==> src/design/bbi_pkg.sv <==
// ----------------------------------------------------------------------------
// bbi_pkg
// Shared widths, request codes and interface types of the beam bilinear
// interpolator: grid geometry, table banking and datapath word formats.
// ----------------------------------------------------------------------------
package bbi_pkg;

  // grid and table geometry
  localparam int GRID_SIDE_MAX = 64;
  localparam int NUM_ANTENNAS  = 16;
  localparam int COORD_W       = $clog2(GRID_SIDE_MAX);
  localparam int HALF_W        = COORD_W - 1;
  localparam int ANT_W         = $clog2(NUM_ANTENNAS);
  localparam int SIDE_W        = COORD_W + 1;
  localparam int NUM_BANKS     = 4;
  localparam int BANK_AW       = ANT_W + 2 * HALF_W;
  localparam int BANK_DEPTH    = 1 << BANK_AW;

  // number formats
  localparam int SAMPLE_W = 16;
  localparam int FRAC_W   = 16;
  localparam int ROW_W    = SAMPLE_W + FRAC_W;
  localparam int ACC_W    = ROW_W + FRAC_W;

  localparam logic [SIDE_W-1:0] GRID_SIDE_RESET = SIDE_W'(63);

  // request codes
  localparam logic REQ_LOAD  = 1'b0;
  localparam logic REQ_QUERY = 1'b1;

  typedef logic signed [SAMPLE_W-1:0] sample_t;
  typedef logic [NUM_BANKS-1:0][SAMPLE_W-1:0] quad_t;

  // neighbour indices and fraction along one axis
  typedef struct packed {
    logic [COORD_W-1:0] i0;
    logic [COORD_W-1:0] i1;
    logic [FRAC_W-1:0]  frac;
  } loc_t;

  // query control handed to the blend datapath alongside the bank words
  typedef struct packed {
    logic              valid;
    logic              below;
    logic              x0_odd;
    logic              x1_odd;
    logic              y0_odd;
    logic              y1_odd;
    logic [FRAC_W-1:0] fx;
    logic [FRAC_W-1:0] fy;
  } blend_ctl_t;

endpackage

==> src/design/bbi_locate.sv <==
// ----------------------------------------------------------------------------
// bbi_locate
// Maps one Q1.15 direction cosine onto the grid: cell index, clamped upper
// neighbour and Q0.16 fraction.
// ----------------------------------------------------------------------------
module bbi_locate (
  input  logic [bbi_pkg::COORD_W-1:0]         side_m1_i,
  input  logic signed [bbi_pkg::SAMPLE_W-1:0] cosine_i,
  output bbi_pkg::loc_t                       loc_o
);
  import bbi_pkg::*;

  logic [FRAC_W-1:0]         unit_pos;
  logic [COORD_W+FRAC_W-1:0] grid_pos;
  logic [COORD_W:0]          next_idx;

  // c/2 + 1/2 in unsigned Q0.16 is the cosine with its sign bit flipped
  assign unit_pos = {~cosine_i[SAMPLE_W-1], cosine_i[SAMPLE_W-2:0]};

  // grid position in Q.16
  assign grid_pos = (COORD_W+FRAC_W)'(side_m1_i) * (COORD_W+FRAC_W)'(unit_pos);

  // upper neighbour clamped at the last grid point
  assign next_idx = {1'b0, grid_pos[COORD_W+FRAC_W-1:FRAC_W]} + (COORD_W+1)'(1);

  always_comb begin
    loc_o.i0   = grid_pos[COORD_W+FRAC_W-1:FRAC_W];
    loc_o.frac = grid_pos[FRAC_W-1:0];
    if (next_idx > {1'b0, side_m1_i}) begin
      loc_o.i1 = side_m1_i;
    end else begin
      loc_o.i1 = next_idx[COORD_W-1:0];
    end
  end

endmodule

==> config.mk <==
export PLATFORM = sky130hd
export DESIGN_NAME = bbi_locate
export DESIGN_NICKNAME = d
export VERILOG_FILES = /design/src/design/bbi_pkg.sv /design/src/design/bbi_locate.sv
export SDC_FILE = /design/constraint.sdc
export NUM_CORES = 1
export LEC_CHECK = 0
export BUFFER_PORTS_ARGS = -buffer_cell sky130_fd_sc_hd__buf_2
export CAP_MARGIN = 10
export CORE_AREA = 2 2 120 122
export DETAILED_ROUTE_END_ITERATION = 8
export DIE_AREA = 0 0 122 124
export SYNTH_ARGS = -nofsm -noshare
export SYNTH_HDL_FRONTEND = slang
export SYNTH_SLANG_ARGS = --single-unit
==> constraint.sdc <==
create_clock -name vclk -period 20.7
set_clock_uncertainty 0.1 [all_clocks]
set_input_delay 2.07 -clock vclk [all_inputs]
set_output_delay 2.07 -clock vclk [all_outputs]
set_load 0.05 [all_outputs]
# ---- Yosys cells after proc, flatten, opt, wreduce, memory -nomap -nowiden
# Cells that the tools add are included.
dict set report word_totals {
  ff_bits 0
  in_bits 22
  out_inout_bits 28
  word_cells 5
}
dict set report op_classes {
  add_sub_neg 1
  mul 1
  magnitude_cmp 1
  muxes 1
  bitwise_logic 1
}
# operator n
set op_table {}
lappend op_table {{6-bit by 16-bit multiplier with 22-bit output} 1}
lappend op_table {{6-bit by 1-bit adder with 7-bit output (second input constant)} 1}
lappend op_table {{7-bit by 6-bit > comparator with 1-bit output} 1}
lappend op_table {{6-bit two-way mux} 1}
lappend op_table {{1-bit inverter} 1}

# ---- Depth between registers and ports, before layout
# Gate-level depths: netlist of the first run.
dict set report logic_depth {
  word_depth 5
  mapped_depth 27
  ltp_nobuf 26
}

# ---- Least setup slack after synthesis of the first run
# OpenSTA, ideal clock, no wires.
dict set report synth_path {
  path_type {input to output}
  from {input port side_m1_i[3] (netlist name)}
  to {output port loc_o[18] (netlist name)}
  arrival_time_ns 8.827
  required_time_ns 18.530
  slack_ns 9.703
  path_stages 24
  path_buffers 2
  path_cell_list {clkbuf_1 > and2_1 > fa_1 > fa_1 > inv_1 > fa_1 > inv_1 > ha_1 > buf_2 > a21oi_2 > a21oi_1 > a211o_1 > a21o_1 > xor2_1 > nand3_1 > nor2_1 > xnor2_1 > ha_1 > nand4_1 > o22ai_1 > a21oi_1 > inv_1 > o31a_1 > o21ai_0}
}
# item line
set synth_lines {}
lappend synth_lines {{start: declaration} bbi_locate.sv:7} ;# input logic [bbi_pkg::COORD_W-1:0] side_m1_i,
lappend synth_lines {{end: declaration} bbi_locate.sv:9} ;# output bbi_pkg::loc_t loc_o

==> flow_metrics.env, run 1 <==
export IMPL_status="finished, final reports clean"
export IMPL_cts_setup_buffers=0
export IMPL_clock_buffers=0
export IMPL_multi_input_area_um2=3167
export IMPL_diodes=0
export IMPL_initial_core_util_pct=25.92
export IMPL_start_kind="input pin"
export IMPL_io_buffers=50
export IMPL_place_ws_ns=10.18
export IMPL_setup_viol=0
export IMPL_die_h_um=124
export IMPL_worstPathRequired_ns=18.53
export IMPL_hp_class="input pin to output pin"
export IMPL_num_vias=3132
export IMPL_cp_end_kind="output pin"
export IMPL_coreArea_um2=13720
export IMPL_yosys_warnings=0
export IMPL_cap_violations=0
export IMPL_fillers=1511
export IMPL_drive_gt1_share_pct=11.91
export IMPL_crit_buf_inv=7
export IMPL_drt_pass1_iter_count=4
export IMPL_syn_inst=448
export IMPL_die_x_um=122
export IMPL_setup_slack_ns=10.03
export IMPL_cp_max_fo=19
export IMPL_synth_common_cells="inv_1 (91), and2_1 (82), fa_1 (57), ha_1 (37), nand2_1 (26)"
export IMPL_crit_top_cell="inv_1"
export IMPL_detail_route_antenna_nets=0
export IMPL_grt_max_degree=20
export IMPL_fin_tns_setup_ns=0
export IMPL_nFlopsAndLatches=0
export IMPL_slowest_delay_ns=0.56
export IMPL_antenna_found_initial=0
export IMPL_ys_seq_area_share_pct=0
export IMPL_hold_viol_final=0
export IMPL_grtUsageTotal_pct=12.33
export IMPL_cts_resized=0
export IMPL_post_route_drc_count=0
export IMPL_detailed_place_hpwl_um=7420
export IMPL_wire_per_inst_um=13.08
export IMPL_finalCritPeriodShare_pct=51.52
export IMPL_critPathTopFamily="adder cells"
export IMPL_period_needed_ns=10.67
export IMPL_finalWirelength_um=8726
export IMPL_max_slew_margin_pct=45.80
export IMPL_synth_distinct_cells=45
export IMPL_tightest_slew_ns=0.8081
export IMPL_synth_nets=564
export IMPL_rows=43
export IMPL_synth_most_common_cell="inv_1"
export IMPL_arrival_ns=8.50
export IMPL_rsz0062_at_grt="no"
export IMPL_ios=50
export IMPL_viasPerCell=4.696
export IMPL_yosys_area_top_type="fa_1"
export IMPL_syn_area_um2=3556
export IMPL_postCtsHoldBufs=0
export IMPL_grt_remaining_overflow=0
export IMPL_slowest_stage="fa_1"
export IMPL_grt_pass1_wl_um=15460
export IMPL_slew_violations=0
export IMPL_dr_first_iter_drc_count=124
export IMPL_avgSynthCellArea_um2=7.937
export IMPL_yosys_top_cells_area="fa_1 (32%), and2_1 (14%), ha_1 (13%)"
export IMPL_dieArea_um2=15130
export IMPL_first_global_vias=3445
export IMPL_seqCellArea_um2=0
export IMPL_place_congestion=0.8318
export IMPL_nets=605
export IMPL_max_freq_mhz=93.76
export IMPL_yosysTopAreaCellShare_pct=32.09
export IMPL_area_growth_pct=12.14
export IMPL_path_class="input pin to output pin"
[per-stage QoR]
step | instance area, um2 | hold slack, ns | utilization (%) | std cells
after global placement | 3988 | 4.521 | 29.07 | 667
after floorplan | 3556 | 4.325 | - | 448
after detailed placement | 3988 | 4.529 | 29.07 | 667
after global routing | 3988 | 4.551 | 29.07 | 667
after CTS | 3988 | 4.532 | 29.07 | 667
final | 3988 | 4.535 | 29.07 | 667
[layout by cell type, fill, tap and decap left out, types with 2 or more instances in the layout]
cell type,synthesis,layout
inv_1,91,91
and2_1,82,82
fa_1,57,57
buf_2,2,50
ha_1,37,37
nand2_1,26,26
a21oi_1,22,22
nor2_1,18,18
xnor2_1,13,13
o21ai_0,8,8
a211oi_1,8,8
a21o_1,7,7
nand3_1,7,7
o211ai_1,6,6
nand4_1,4,4
nand2b_1,4,4
xor2_1,4,4
o21a_1,4,4
or3_1,3,3
and3_1,3,3
nor3_1,3,3
o2111ai_1,3,3
nor2b_1,3,3
o31a_1,2,2
mux2_2,2,2
a211o_1,2,2
[routing by layer]
layer | global-route usage (%) | vias up | routed length, um
met1 | 15.54 | 1552 | 3990
met5 | 0 | - | 0
met3 | 0.3663 | 9 | 252
li1 | - | 1511 | -
met2 | 24.20 | 60 | 4411
met4 | 1.078 | 0 | 72
[path summary, 6_finish.rpt]
check	start	to	slack, ns	cells past startpoint
min	cosine_i[0]	loc_o[0]	4.54	3
max	side_m1_i[3]	loc_o[18]	10.03	27
[kinds of logic (layout without fill, tap and decap cells)]
kind of cell | after synthesis | in the layout | synth area share (%)
AND/OR/NAND/NOR | 158 | 158 | 24.52
buffers and inverters | 103 | 142 | 10.94
adder cells (fa/ha/maj) | 94 | 94 | 45.11
AO/OA/AOI/OAI | 74 | 74 | 14.60
XOR/XNOR | 17 | 17 | 4.187
multiplexers | 2 | 2 | 0.6333
[area by class of cell]
cell class,count,share of cell area [%]
repair buffers,50,6.276
multi-input cells,345,79.42
inverters,92,8.660
well taps,180,5.648
[tightest hold or removal path, stage by stage]
cell	delay [ns]
buf_2	0.13
and2_1	0.16
buf_2	0.20
Power of run 1 is not shown: default switching activity piles up to over one toggle a cycle in this logic, so the estimate is an artifact.
==> run 2: changes to the inputs <==
Settings changed: ABC_AREA set to 1, CORE_AREA 2 2 120 122 to 2 2 125 127, DIE_AREA 0 0 122 124 to 0 0 127 129.
Clock period 20.7 ns to 9.4 ns, I/O delays scaled along.
==> run 2 against run 1 <==
Net effect:
- via count is 8.0% higher
- area after synthesis is 7.6% higher
- first-iteration DRC count is 15% higher
- non-clock buffer count stayed put
- sequential share of layout area stayed put
- global-route usage is 0.88 points lower
- core utilization is 0.77 points lower
- worst hold slack worse by 2.3 ns
- synthesized cell count is 35% higher
- routed wire length hardly changed
- final area is 6.3% higher
- critical endpoint is now loc_o[17]
- highest routed layer is now met3
==> flow_metrics.env, run 2 <==
export IMPL_yosys_top_cells_area="fa_1 (30%), inv_1 (20%), nand2_1 (17%)"
export IMPL_crit_top_cell="nand2_1"
export IMPL_fillers=1666
export IMPL_period_needed_ns=7.544
export IMPL_synth_most_common_cell="inv_1"
export IMPL_cap_violations=0
export IMPL_path_class="input pin to output pin"
export IMPL_seqCellArea_um2=0
export IMPL_rows=45
export IMPL_slowest_delay_ns=0.55
export IMPL_min_from="cosine_i[0]"
export IMPL_start_kind="input pin"
export IMPL_yosysTopAreaCellShare_pct=29.83
export IMPL_fin_tns_setup_ns=0
export IMPL_num_vias=3384
export IMPL_ys_seq_area_share_pct=0
export IMPL_utilization_pct=28.30
export IMPL_die_x_um=127
export IMPL_yosys_warnings=0
export IMPL_finalCritPeriodShare_pct=80.25
export IMPL_place_congestion=0.8047
export IMPL_nFlopsAndLatches=0
export IMPL_postCtsHoldBufs=0
export IMPL_synth_nets=720
export IMPL_detail_route_antenna_nets=0
export IMPL_grtUsageTotal_pct=11.45
export IMPL_setup_viol=0
export IMPL_nets=759
export IMPL_synth_common_cells="inv_1 (202), nand2_1 (178), fa_1 (57), ha_1 (37), nand2_2 (17)"
export IMPL_avgSynthCellArea_um2=6.333
export IMPL_coreArea_um2=14980
export IMPL_antenna_found_initial=0
export IMPL_max_slew_margin_pct=73.45
export IMPL_multi_input_area_um2=2983
export IMPL_place_ws_ns=1.827
export IMPL_tightest_slew_ns=0.3983
export IMPL_dr_first_iter_drc_count=143
export IMPL_setup_slack_ns=1.856
export IMPL_first_global_vias=3462
export IMPL_grt_max_degree=19
export IMPL_clock_buffers=0
export IMPL_max_freq_mhz=132.6
export IMPL_ios=50
export IMPL_dr_wl_met3_um=204
export IMPL_slew_violations=0
export IMPL_whs_endpoint="loc_o[0]"
export IMPL_finalWirelength_um=8722
export IMPL_hp_class="input pin to output pin"
export IMPL_io_buffers=50
export IMPL_fin_area_um2=4238
export IMPL_yosys_area_top_type="fa_1"
export IMPL_cp_max_fo=17
export IMPL_postPlaceCellArea_um2=4238
export IMPL_diodes=0
export IMPL_syn_area_um2=3825
export IMPL_synth_distinct_cells=31
export IMPL_status="finished, final reports clean"
export IMPL_slowest_stage="fa_1"
export IMPL_grt_pass1_wl_um=15880
export IMPL_initial_core_util_pct=25.54
export IMPL_worstPathRequired_ns=8.36
export IMPL_arrival_ns=6.50
export IMPL_viasPerCell=4.082
export IMPL_drt_pass1_iter_count=4
export IMPL_cp_end_kind="output pin"
export IMPL_grt_remaining_overflow=0
export IMPL_layout_common_cells="inv_1 (202), nand2_1 (178), fa_1 (57), buf_2 (50), ha_1 (37)"
export IMPL_highest_layer="met3"
export IMPL_routedLengthMet1_um=4274
export IMPL_cts_resized=0
export IMPL_dieArea_um2=16380
export IMPL_dr_wl_met2_um=4244
export IMPL_drive_gt1_share_pct=13.73
export IMPL_die_h_um=129
export IMPL_detailed_place_hpwl_um=7663
export IMPL_area_growth_pct=10.79
export IMPL_hold_depth=4
export IMPL_post_route_drc_count=0
export IMPL_layout_commonest_cell="inv_1"
export IMPL_wire_per_inst_um=10.52
export IMPL_hold_viol_final=0
export IMPL_cts_setup_buffers=0
export IMPL_critPathLaunch="side_m1_i[5]"
export IMPL_syn_inst=604
export IMPL_rsz0062_at_grt="no"
==> run 2: cell types whose count changed after synthesis, sizes merged, moves of 5 or more <==
cell    previous run  this run
inv               92       204
nand2             26       197
a21o               7         0
nand3              7        17
xnor2             13         4
xor2               4         9
a211oi             8         0
a21oi             23        17
and2              82         1
o211ai             6         0
buf                2         7
==> run 2: per-layer routing <==
| metal | vias up | GRT usage (%) |
|---|---|---|
| li1 | 1779 | - |
| met1 | 1558 | 15.59 |
| met2 | 47 | 21.79 |
| met3 | 0 | 0.08316 |
| met4 | 0 | 0.06464 |
| met5 | - | 0 |
==> run 2: through the flow <==
| stage | instances | hold WS, ns |
|---|---|---|
| final | 829 | 2.213 |
| after global routing | 829 | 2.237 |
| after floorplan | 604 | 2.010 |
| after CTS | 829 | 2.215 |
| after detailed placement | 829 | 2.215 |
| after global placement | 829 | 2.207 |
==> run 2: worst max-delay path by stage <==
stage | end | slack (ns) | cells past startpoint
after global placement | loc_o[21] | 1.88 | 29
after global routing | loc_o[21] | 1.32 | 31
final | loc_o[17] | 1.86 | 29
after detailed placement | loc_o[17] | 1.83 | 29
after CTS | loc_o[17] | 1.81 | 29
after floorplan | loc_o[19] | 1.76 | 29
==> run 2: critical path: cells and delay by family <==
family,cells,cell delay [ns]
adders and majority gates,6,2.53
AOI/OAI and AO/OA,5,0.52
and+or+nand+nor,11,1.35
xor gates and xnor gates,1,0.26
buffers and inverters,6,0.88
==> run 2: logic make-up (layout without fill, tap and decap cells) <==
family | Yosys count | count (layout) | share of synthesized area (%)
xor+xnor | 13 | 13 | 2.977
compound gates | 29 | 29 | 4.547
buf+inv | 218 | 255 | 22.02
fa+ha+maj | 94 | 94 | 41.94
simple gates | 250 | 250 | 28.53
==> run 2: layout make-up <==
class                      count  share of cell area (%)
multi-input combinational    386                   70.39
inverter                     205                   18.16
timing repair buffer          50                   5.905
tap                          188                   5.551
Power of run 2 is left out for the same reason.
