--- src/design/bbi_pkg.sv ---
// ----------------------------------------------------------------------------
// bbi_pkg
// Shared widths, request codes and interface types of the beam bilinear
// interpolator: grid geometry, table banking and datapath word formats.
// ----------------------------------------------------------------------------
package bbi_pkg;

  // grid and table geometry
  localparam int GRID_SIDE_MAX = 64;
  localparam int NUM_ANTENNAS  = 16;
  localparam int COORD_W       = $clog2(GRID_SIDE_MAX);
  localparam int HALF_W        = COORD_W - 1;
  localparam int ANT_W         = $clog2(NUM_ANTENNAS);
  localparam int SIDE_W        = COORD_W + 1;
  localparam int NUM_BANKS     = 4;
  localparam int BANK_AW       = ANT_W + 2 * HALF_W;
  localparam int BANK_DEPTH    = 1 << BANK_AW;

  // number formats
  localparam int SAMPLE_W = 16;
  localparam int FRAC_W   = 16;
  localparam int ROW_W    = SAMPLE_W + FRAC_W;
  localparam int ACC_W    = ROW_W + FRAC_W;

  localparam logic [SIDE_W-1:0] GRID_SIDE_RESET = SIDE_W'(63);

  // request codes
  localparam logic REQ_LOAD  = 1'b0;
  localparam logic REQ_QUERY = 1'b1;

  typedef logic signed [SAMPLE_W-1:0] sample_t;
  typedef logic [NUM_BANKS-1:0][SAMPLE_W-1:0] quad_t;

  // neighbour indices and fraction along one axis
  typedef struct packed {
    logic [COORD_W-1:0] i0;
    logic [COORD_W-1:0] i1;
    logic [FRAC_W-1:0]  frac;
  } loc_t;

  // query control handed to the blend datapath alongside the bank words
  typedef struct packed {
    logic              valid;
    logic              below;
    logic              x0_odd;
    logic              x1_odd;
    logic              y0_odd;
    logic              y1_odd;
    logic [FRAC_W-1:0] fx;
    logic [FRAC_W-1:0] fy;
  } blend_ctl_t;

endpackage

--- src/design/bbi_blend.sv ---
// ----------------------------------------------------------------------------
// bbi_blend
// Interpolation datapath: picks the four neighbours from the bank words,
// blends along x, then along y, rounds and drives the result strobe.
// ----------------------------------------------------------------------------
module bbi_blend (
  input  logic                         clk_i,
  input  logic                         rst_ni,
  input  bbi_pkg::blend_ctl_t          ctl_i,
  input  bbi_pkg::quad_t               bank_rdata_i,
  output logic                         done_o,
  output logic [bbi_pkg::SAMPLE_W-1:0] response_o,
  output logic                         below_horizon_o
);
  import bbi_pkg::*;

  localparam logic signed [ACC_W-1:0] RoundBias = ACC_W'(1) <<< (ROW_W - 1);

  sample_t                    s00, s01, s10, s11;
  logic signed [SAMPLE_W:0]   diff0, diff1;
  logic signed [FRAC_W:0]     wx, wy;
  logic signed [ROW_W+1:0]    prod0, prod1, sum0, sum1;
  logic signed [ROW_W-1:0]    base0, base1;
  logic signed [ROW_W-1:0]    r0_d, r1_d, r0_q, r1_q;
  logic signed [ROW_W:0]      diffr;
  logic signed [ACC_W+1:0]    prodv, sumv;
  logic signed [ACC_W-1:0]    basev, v_d, v_q, rounded;
  logic [SAMPLE_W-1:0]        response_d;
  logic                       s3_valid_q, s3_below_q, s4_valid_q, s4_below_q;
  logic [FRAC_W-1:0]          s3_fy_q;
  logic                       done_q, below_q;
  logic [SAMPLE_W-1:0]        response_q;

  // neighbour selection by row and column parity
  assign s00 = sample_t'(bank_rdata_i[{ctl_i.y0_odd, ctl_i.x0_odd}]);
  assign s01 = sample_t'(bank_rdata_i[{ctl_i.y0_odd, ctl_i.x1_odd}]);
  assign s10 = sample_t'(bank_rdata_i[{ctl_i.y1_odd, ctl_i.x0_odd}]);
  assign s11 = sample_t'(bank_rdata_i[{ctl_i.y1_odd, ctl_i.x1_odd}]);

  // x blend as a*2^16 + (b-a)*fx
  assign wx    = {1'b0, ctl_i.fx};
  assign diff0 = (SAMPLE_W+1)'(s01) - (SAMPLE_W+1)'(s00);
  assign diff1 = (SAMPLE_W+1)'(s11) - (SAMPLE_W+1)'(s10);
  assign prod0 = diff0 * wx;
  assign prod1 = diff1 * wx;
  assign base0 = {s00, {FRAC_W{1'b0}}};
  assign base1 = {s10, {FRAC_W{1'b0}}};
  assign sum0  = (ROW_W+2)'(base0) + prod0;
  assign sum1  = (ROW_W+2)'(base1) + prod1;
  assign r0_d  = sum0[ROW_W-1:0];
  assign r1_d  = sum1[ROW_W-1:0];

  always_ff @(posedge clk_i) begin
    r0_q    <= r0_d;
    r1_q    <= r1_d;
    s3_fy_q <= ctl_i.fy;
  end

  // y blend as r0*2^16 + (r1-r0)*fy
  assign wy    = {1'b0, s3_fy_q};
  assign diffr = (ROW_W+1)'(r1_q) - (ROW_W+1)'(r0_q);
  assign prodv = diffr * wy;
  assign basev = {r0_q, {FRAC_W{1'b0}}};
  assign sumv  = (ACC_W+2)'(basev) + prodv;
  assign v_d   = sumv[ACC_W-1:0];

  always_ff @(posedge clk_i) begin
    v_q <= v_d;
  end

  // round half up; a convex blend stays inside Q1.15, so no overflow
  assign rounded = v_q + RoundBias;

  always_comb begin
    if (s4_below_q) begin
      response_d = '0;
    end else begin
      response_d = rounded[ACC_W-1:ROW_W];
    end
  end

  always_ff @(posedge clk_i) begin
    response_q <= response_d;
    below_q    <= s4_below_q;
  end

  // control pipeline
  always_ff @(posedge clk_i or negedge rst_ni) begin
    if (!rst_ni) begin
      s3_valid_q <= 1'b0;
      s3_below_q <= 1'b0;
      s4_valid_q <= 1'b0;
      s4_below_q <= 1'b0;
      done_q     <= 1'b0;
    end else begin
      s3_valid_q <= ctl_i.valid;
      s3_below_q <= ctl_i.below;
      s4_valid_q <= s3_valid_q;
      s4_below_q <= s3_below_q;
      done_q     <= s4_valid_q;
    end
  end

  assign done_o          = done_q;
  assign response_o      = response_q;
  assign below_horizon_o = below_q;

endmodule

--- config.mk ---
export PLATFORM = sky130hd
export DESIGN_NAME = bbi_blend
export DESIGN_NICKNAME = d
export VERILOG_FILES = /design/src/design/bbi_pkg.sv /design/src/design/bbi_blend.sv
export SDC_FILE = /design/constraint.sdc
export NUM_CORES = 2
export LEC_CHECK = 0
export BUFFER_PORTS_ARGS = -buffer_cell sky130_fd_sc_hd__buf_2
export CAP_MARGIN = 20
export CELL_PAD_IN_SITES_DETAIL_PLACEMENT = 1
export CELL_PAD_IN_SITES_GLOBAL_PLACEMENT = 2
export CORE_AREA = 3 3 287 401
export CTS_BUF_LIST = sky130_fd_sc_hd__clkbuf_4 sky130_fd_sc_hd__clkbuf_8
export DETAILED_ROUTE_END_ITERATION = 6
export DIE_AREA = 0 0 290 404
export PLACE_DENSITY = 0.92
export SETUP_SLACK_MARGIN = 0.05
export SYNTH_ARGS = -nofsm -noshare
export SYNTH_HDL_FRONTEND = slang
export SYNTH_SLANG_ARGS = --single-unit
--- constraint.sdc ---
create_clock -name clk_i -period 9.9 [get_ports clk_i]
set_clock_uncertainty 0.15 [all_clocks]
set_input_delay 0.495 -clock clk_i [delete_from_list [all_inputs] [get_ports clk_i]]
set_output_delay 0.495 -clock clk_i [all_outputs]
set_load 0.005 [all_outputs]
[Yosys cells after proc, flatten, opt, wreduce, memory -nomap -nowiden]
Cells that the tools add are included.
Storage, ports and cells
  register bits after elaboration: 150
  bits of input ports: 104
  output and inout bits: 18
  word-level logic and storage cells: 33
Operators by class
  add/sub/neg operators: 7
  multipliers: 3
  order comparisons: 4
  muxes and demuxes: 8
Operator list (count)
  16-bit binary-select mux with 2-bit select: 4
  32-bit adder: 2
  17-bit by 17-bit multiplier with 32-bit output: 2
  16-bit two-way mux: 4
  48-bit by 33-bit adder with 48-bit output, second input constant: 1
  48-bit adder: 1
  33-bit by 17-bit multiplier with 48-bit output: 1
  16-bit by 16-bit subtractor with 17-bit output: 2
  32-bit by 32-bit subtractor with 33-bit output: 1
  2-bit by 3-bit less-than comparator with 1-bit output, second input constant: 4

[Depth between registers and ports, before layout]
  word-level depth: 5
  depth in mapped cells: 39
  mapped depth without buffers: 37

[Worst setup path before layout]
OpenSTA, ideal clock, no wires.
  kind: input to register
  start: input ctl_i[33] in the netlist's numbering
  end: register r0_q[30]
  setup time: 127 ps
  arrival: 9432 ps
  data required time: 9623 ps
  setup slack: 191 ps
  cell stages on the path: 36
  buffers on the path: 3
  path through: clkbuf_1 clkbuf_1 mux2_2 o21ai_0 ha_1 nor2b_1 o21ai_0 a21boi_1 o21a_1 o311a_1 o31ai_1 o21bai_1 a21oi_1 xnor2_1 clkbuf_1 nand2_1 fa_1 fa_1 fa_1 inv_1 fa_1 fa_1 inv_1 fa_1 inv_1 ha_1 a21o_1 a21o_1 a21oi_1 nor2b_1 a2111oi_2 o31ai_1 a21oi_2 o2111ai_1 and4_1 or3_1
Between the ends
  word-level cells in the longest chain between the ends: 5
  elaborated cells between the ends (all ways): 7
  classes of those cells: add/sub (2); mul (1); mux (4)
RTL lines
  start: declaration: line bbi_blend.sv:9  | input bbi_pkg::blend_ctl_t ctl_i,
  16-bit binary-select mux with 2-bit select, on equally long branches: line bbi_blend.sv:36, bbi_blend.sv:35
  16-bit two-way mux, on equally long branches: line bbi_blend.sv:36, bbi_blend.sv:35
  16-bit by 16-bit subtractor with 17-bit output: line bbi_blend.sv:42  | assign diff0 = (SAMPLE_W+1)'(s01) - (SAMPLE_W+1)'(s00);
  17-bit by 17-bit multiplier with 32-bit output: line bbi_blend.sv:44  | assign prod0 = diff0 * wx;
  32-bit adder (*): line bbi_blend.sv:48  | assign sum0 = (ROW_W+2)'(base0) + prod0;
  net sum0[30]: line bbi_blend.sv:22  | logic signed [ROW_W+1:0] prod0, prod1, sum0, sum1;
  end signal: assignment: line bbi_blend.sv:54  | r0_q <= r0_d;
  end: declaration: line bbi_blend.sv:24  | logic signed [ROW_W-1:0] r0_d, r1_d, r0_q, r1_q;
The timed path passes the listed nets; every way through them passes the cells marked *. The select of a mux whose other input is x is not followed.
A chain may end at the register's enable or synchronous reset.

[Worst setup path after layout]
  start: register r0_q[0]
  end: register v_q[41]
Between the ends
  word-level cells in the longest chain between the ends: 3
RTL lines
  32-bit by 32-bit subtractor with 33-bit output: line bbi_blend.sv:61  | assign diffr = (ROW_W+1)'(r1_q) - (ROW_W+1)'(r0_q);
  33-bit by 17-bit multiplier with 48-bit output: line bbi_blend.sv:62  | assign prodv = diffr * wy;
  48-bit adder (*): line bbi_blend.sv:64  | assign sumv = (ACC_W+2)'(basev) + prodv;
  net sumv[41]: line bbi_blend.sv:26  | logic signed [ACC_W+1:0] prodv, sumv;
  end signal: assignment: line bbi_blend.sv:68  | v_q <= v_d;
  end: declaration: line bbi_blend.sv:27  | logic signed [ACC_W-1:0] basev, v_d, v_q, rounded;
The timed path passes the listed nets; every way through them passes the cells marked *.

==> flow_metrics.env <==
export IMPL_antenna_found_initial=7
export IMPL_dieArea_sq_um=117000
export IMPL_synth_compound_area_share_pct=5.11
export IMPL_synth_flop_cell="dfxtp_1"
export IMPL_fin_setup_tns_ns=0
export IMPL_post_route_period_util_pct=95.2
export IMPL_root_buffer="clkbuf_8"
export IMPL_numCtsBuffers=17
export IMPL_status="finished clean"
export IMPL_synthSimpleGateAreaFrac_pct=15.7
export IMPL_grt_ovfl_total=0
export IMPL_synth_area_leaders="fa_1 46%, inv_1 11%, ha_1 10%"
export IMPL_cp_start_kind="register"
export IMPL_cpPeakStageDelay_ns=0.85
export IMPL_drt_iter0_drc=1125
export IMPL_maxSlewHeadroom_pct=26.8
export IMPL_cpMostUsedCell="fa_1"
export IMPL_synth_area_per_cell_sq_um=8.97
export IMPL_synth_area_mux_share_pct=1.44
export IMPL_syn_nets=6942
export IMPL_dpl_hpwl_um=118000
export IMPL_ys_ff_latch=119
export IMPL_synth_top_family_by_area="adder cells"
export IMPL_die_x_um=290
export IMPL_fin_ws_ns=0.479
export IMPL_cts_tree="built"
export IMPL_slew_viol_final=0
export IMPL_drc=0
export IMPL_num_rows=145
export IMPL_drv_cap=0
export IMPL_netlist_area_leader_share_pct=46.2
export IMPL_required_ns=10.12
export IMPL_dp_cells=6863
export IMPL_clk_latency_ns=0.53
export IMPL_vias=35300
export IMPL_finalNonFillerCells=6922
export IMPL_worstSetupPathType="reg -> reg"
export IMPL_finalHoldViolations=0
export IMPL_firstDrtPassIters=5
export IMPL_yosysSeqAreaShare_pct=5.02
export IMPL_die_height_um=404
export IMPL_io_pins=122
export IMPL_coreArea_sq_um=112000
export IMPL_rsz0062_at_grt="false"
export IMPL_use_met1_pct=26.1
export IMPL_setup_viol=0
export IMPL_hold_path_class="in -> async"
export IMPL_grt_max_degree=36
export IMPL_arrival_ns=9.64
export IMPL_htreeDepth=4
export IMPL_fillCellCount=13200
export IMPL_worst_path_max_delay_cell="xnor2_1"
export IMPL_cp_max_fo=7
export IMPL_synth_edf_count=0
export IMPL_area_growth_pct=7.27
export IMPL_clockBufferDepth=2
export IMPL_portBuffers=121
export IMPL_routedWlPerCell_um=20.1
export IMPL_initial_core_util_pct=42.9
export IMPL_yosys_warnings=0
export IMPL_met3_usage_pct=1.90
export IMPL_gp_congestion=0.909
export IMPL_synth_area_leader_cell="fa_1"
export IMPL_grt_util_met2_pct=47.8
export IMPL_worstMarginPinSlew_ns=1.09
export IMPL_drive_above_1_share_pct=6.56
export IMPL_final_antenna_net_count=0
export IMPL_synthAdderAreaFrac_pct=56.4
export IMPL_clock_sinks=119
export IMPL_ys_async_sr_fraction_pct=4.20
export IMPL_netlist_area_sq_um=47900
export IMPL_worstSetupStartpoint="r0_q[0]$_DFF_P_"
export IMPL_wl_um=139000
export IMPL_dpl_worst_slack_ns=0.0815
export IMPL_clk_pin_slew_worst_paths_ns=0.09
export IMPL_netlist_instances=5342
export IMPL_grtUsageTotal_pct=24.6
export IMPL_end_kind="register"
export IMPL_r2r_start="r0_q[0]$_DFF_P_"
export IMPL_fin_crit_ns=9.42
export IMPL_synth_xor_area_share_pct=3.32
export IMPL_fin_nets=7032
export IMPL_grt_pass1_wl_um=225000
export IMPL_max_clock_freq_ghz=0.106
export IMPL_viasPerCell=5.10
export IMPL_synth_cell_types=74
export IMPL_top_usage_layer="met2"
export IMPL_grt_pass1_vias=42200
## worst max-delay path, delay by kind of cell (launching register included)
| kind | cells | cell delay, ns |
|---|---|---|
| adders and majority gates | 9 | 4.01 |
| AOI/OAI and AO/OA | 12 | 2.93 |
| xor gates and xnor gates | 1 | 0.85 |
| DFF | 1 | 0.34 |
| buffers and inverters | 4 | 0.33 |
| and+or+nand+nor | 4 | 0.63 |
## kinds of logic after synthesis
| logic type | count (synthesis) |
|---|---|
| compound gates | 375 |
| buf+inv | 1655 |
| fa+ha+maj | 1496 |
| mux | 65 |
| flops | 119 |
| xor+xnor | 180 |
| simple gates | 1452 |
## worst paths after layout
| check | depth (start not counted) | endpoint | slack (ns) |
|---|---|---|---|
| setup / recovery | 30 | v_q[41]$_DFF_P_ | 0.48 |
| hold / removal | 2 | s3_valid_q$_DFF_PN0_ | 0.16 |
| setup reg to reg | 30 | v_q[41]$_DFF_P_ | 0.48 |
| hold reg to reg | 0 | done_o$_DFF_PN0_ | 0.20 |
| max in group asynchronous | 2 | s4_below_q$_DFF_PN0_ | 9.29 |
| min in group clk_i | 0 | done_o$_DFF_PN0_ | 0.20 |
## cell usage in the layout (no fill, tap or decap), types with 33 or more instances in the layout
cell type and instances:
dfxtp_1 107, inv_1 1458, nor2_1 117, a21oi_1 116, mux2i_1 33, nand2_1 500, and2_1 569, nor2b_1 97
xnor2_1 115, xor2_1 49, nand3_1 33, fa_1 1107, ha_1 389, buf_4 126, a21o_1 48, o21ai_0 82
buf_2 121
## routing by layer
metal | part of all wire, % | vias up
met2 | 54 | 793
met4 | 6.5 | 0
met1 | 36 | 18400
met3 | 3.1 | 356
met5 | 0 | -
li1 | - | 15700
## sequential cells by signal, indices dropped and copies added, names as in the netlist
signal	count
r0_q	32
r1_q	32
v_q	17
response_o	16
s3_fy_q	16
below_horizon_o	1
done_o	1
s3_below_q	1
s3_valid_q	1
s4_below_q	1
s4_valid_q	1
## Yosys cell counts (5+ instances only)
| master | count |
|---|---|
| and3_1 | 16 |
| o21a_1 | 24 |
| a21oi_1 | 117 |
| nand2_1 | 501 |
| o21bai_1 | 10 |
| inv_1 | 1458 |
| xor2_1 | 50 |
| a211oi_1 | 9 |
| nand3b_1 | 7 |
| or3_1 | 9 |
| clkbuf_1 | 186 |
| ha_1 | 389 |
| o2111ai_1 | 6 |
| nor2b_1 | 97 |
| and2_1 | 569 |
| nand4_1 | 15 |
| dfrtp_1 | 5 |
| a21o_1 | 48 |
| nand3_1 | 33 |
| a211o_1 | 8 |
| fa_1 | 1107 |
| nor3_1 | 25 |
| a221oi_1 | 5 |
| o31ai_1 | 8 |
| dfxtp_1 | 114 |
| o21ai_0 | 82 |
| mux2i_1 | 33 |
| buf_1 | 7 |
| o211ai_1 | 6 |
| nor2_1 | 119 |
| a31oi_1 | 8 |
| mux2_2 | 32 |
| xnor2_1 | 129 |
| and4_1 | 6 |
| and3b_1 | 11 |
| nand2b_1 | 32 |
## through the flow
step           hold slack (ns)  area (sq um)  util, %
2_1_floorplan           0.0494         47900        -
6_report                 0.156         51400     46.0
3_3_place_gp             0.158         50700     45.3
5_1_grt                  0.133         51400     46.0
4_1_cts                  0.109         51300     45.9
3_5_place_dp             0.164         50700     45.3
## layout make-up
| cell class | count | area [sq um] | area share (%) |
|---|---|---|---|
| timing repair buffer | 268 | 1770 | 3.45 |
| clock inverter | 13 | 195 | 0.380 |
| inverter | 1458 | 5470 | 10.6 |
| tap | 1470 | 1840 | 3.58 |
| multi-input combinational | 3568 | 39400 | 76.7 |
| sequential | 119 | 2420 | 4.70 |
| clock buffer | 19 | 255 | 0.497 |
| antenna | 7 | 17.5 | 0.0341 |
## what timing repair did
action | CTS | global route
endpoints found under the setup margin | 0 | 10
hold buffers | 19 | 0
gates resized for setup | 0 | 10
setup buffers | 0 | 0
endpoints found under the hold margin | 23 | 0
Power is not shown: default switching activity piles up to over one toggle a cycle in this logic, so the estimate is an artifact.
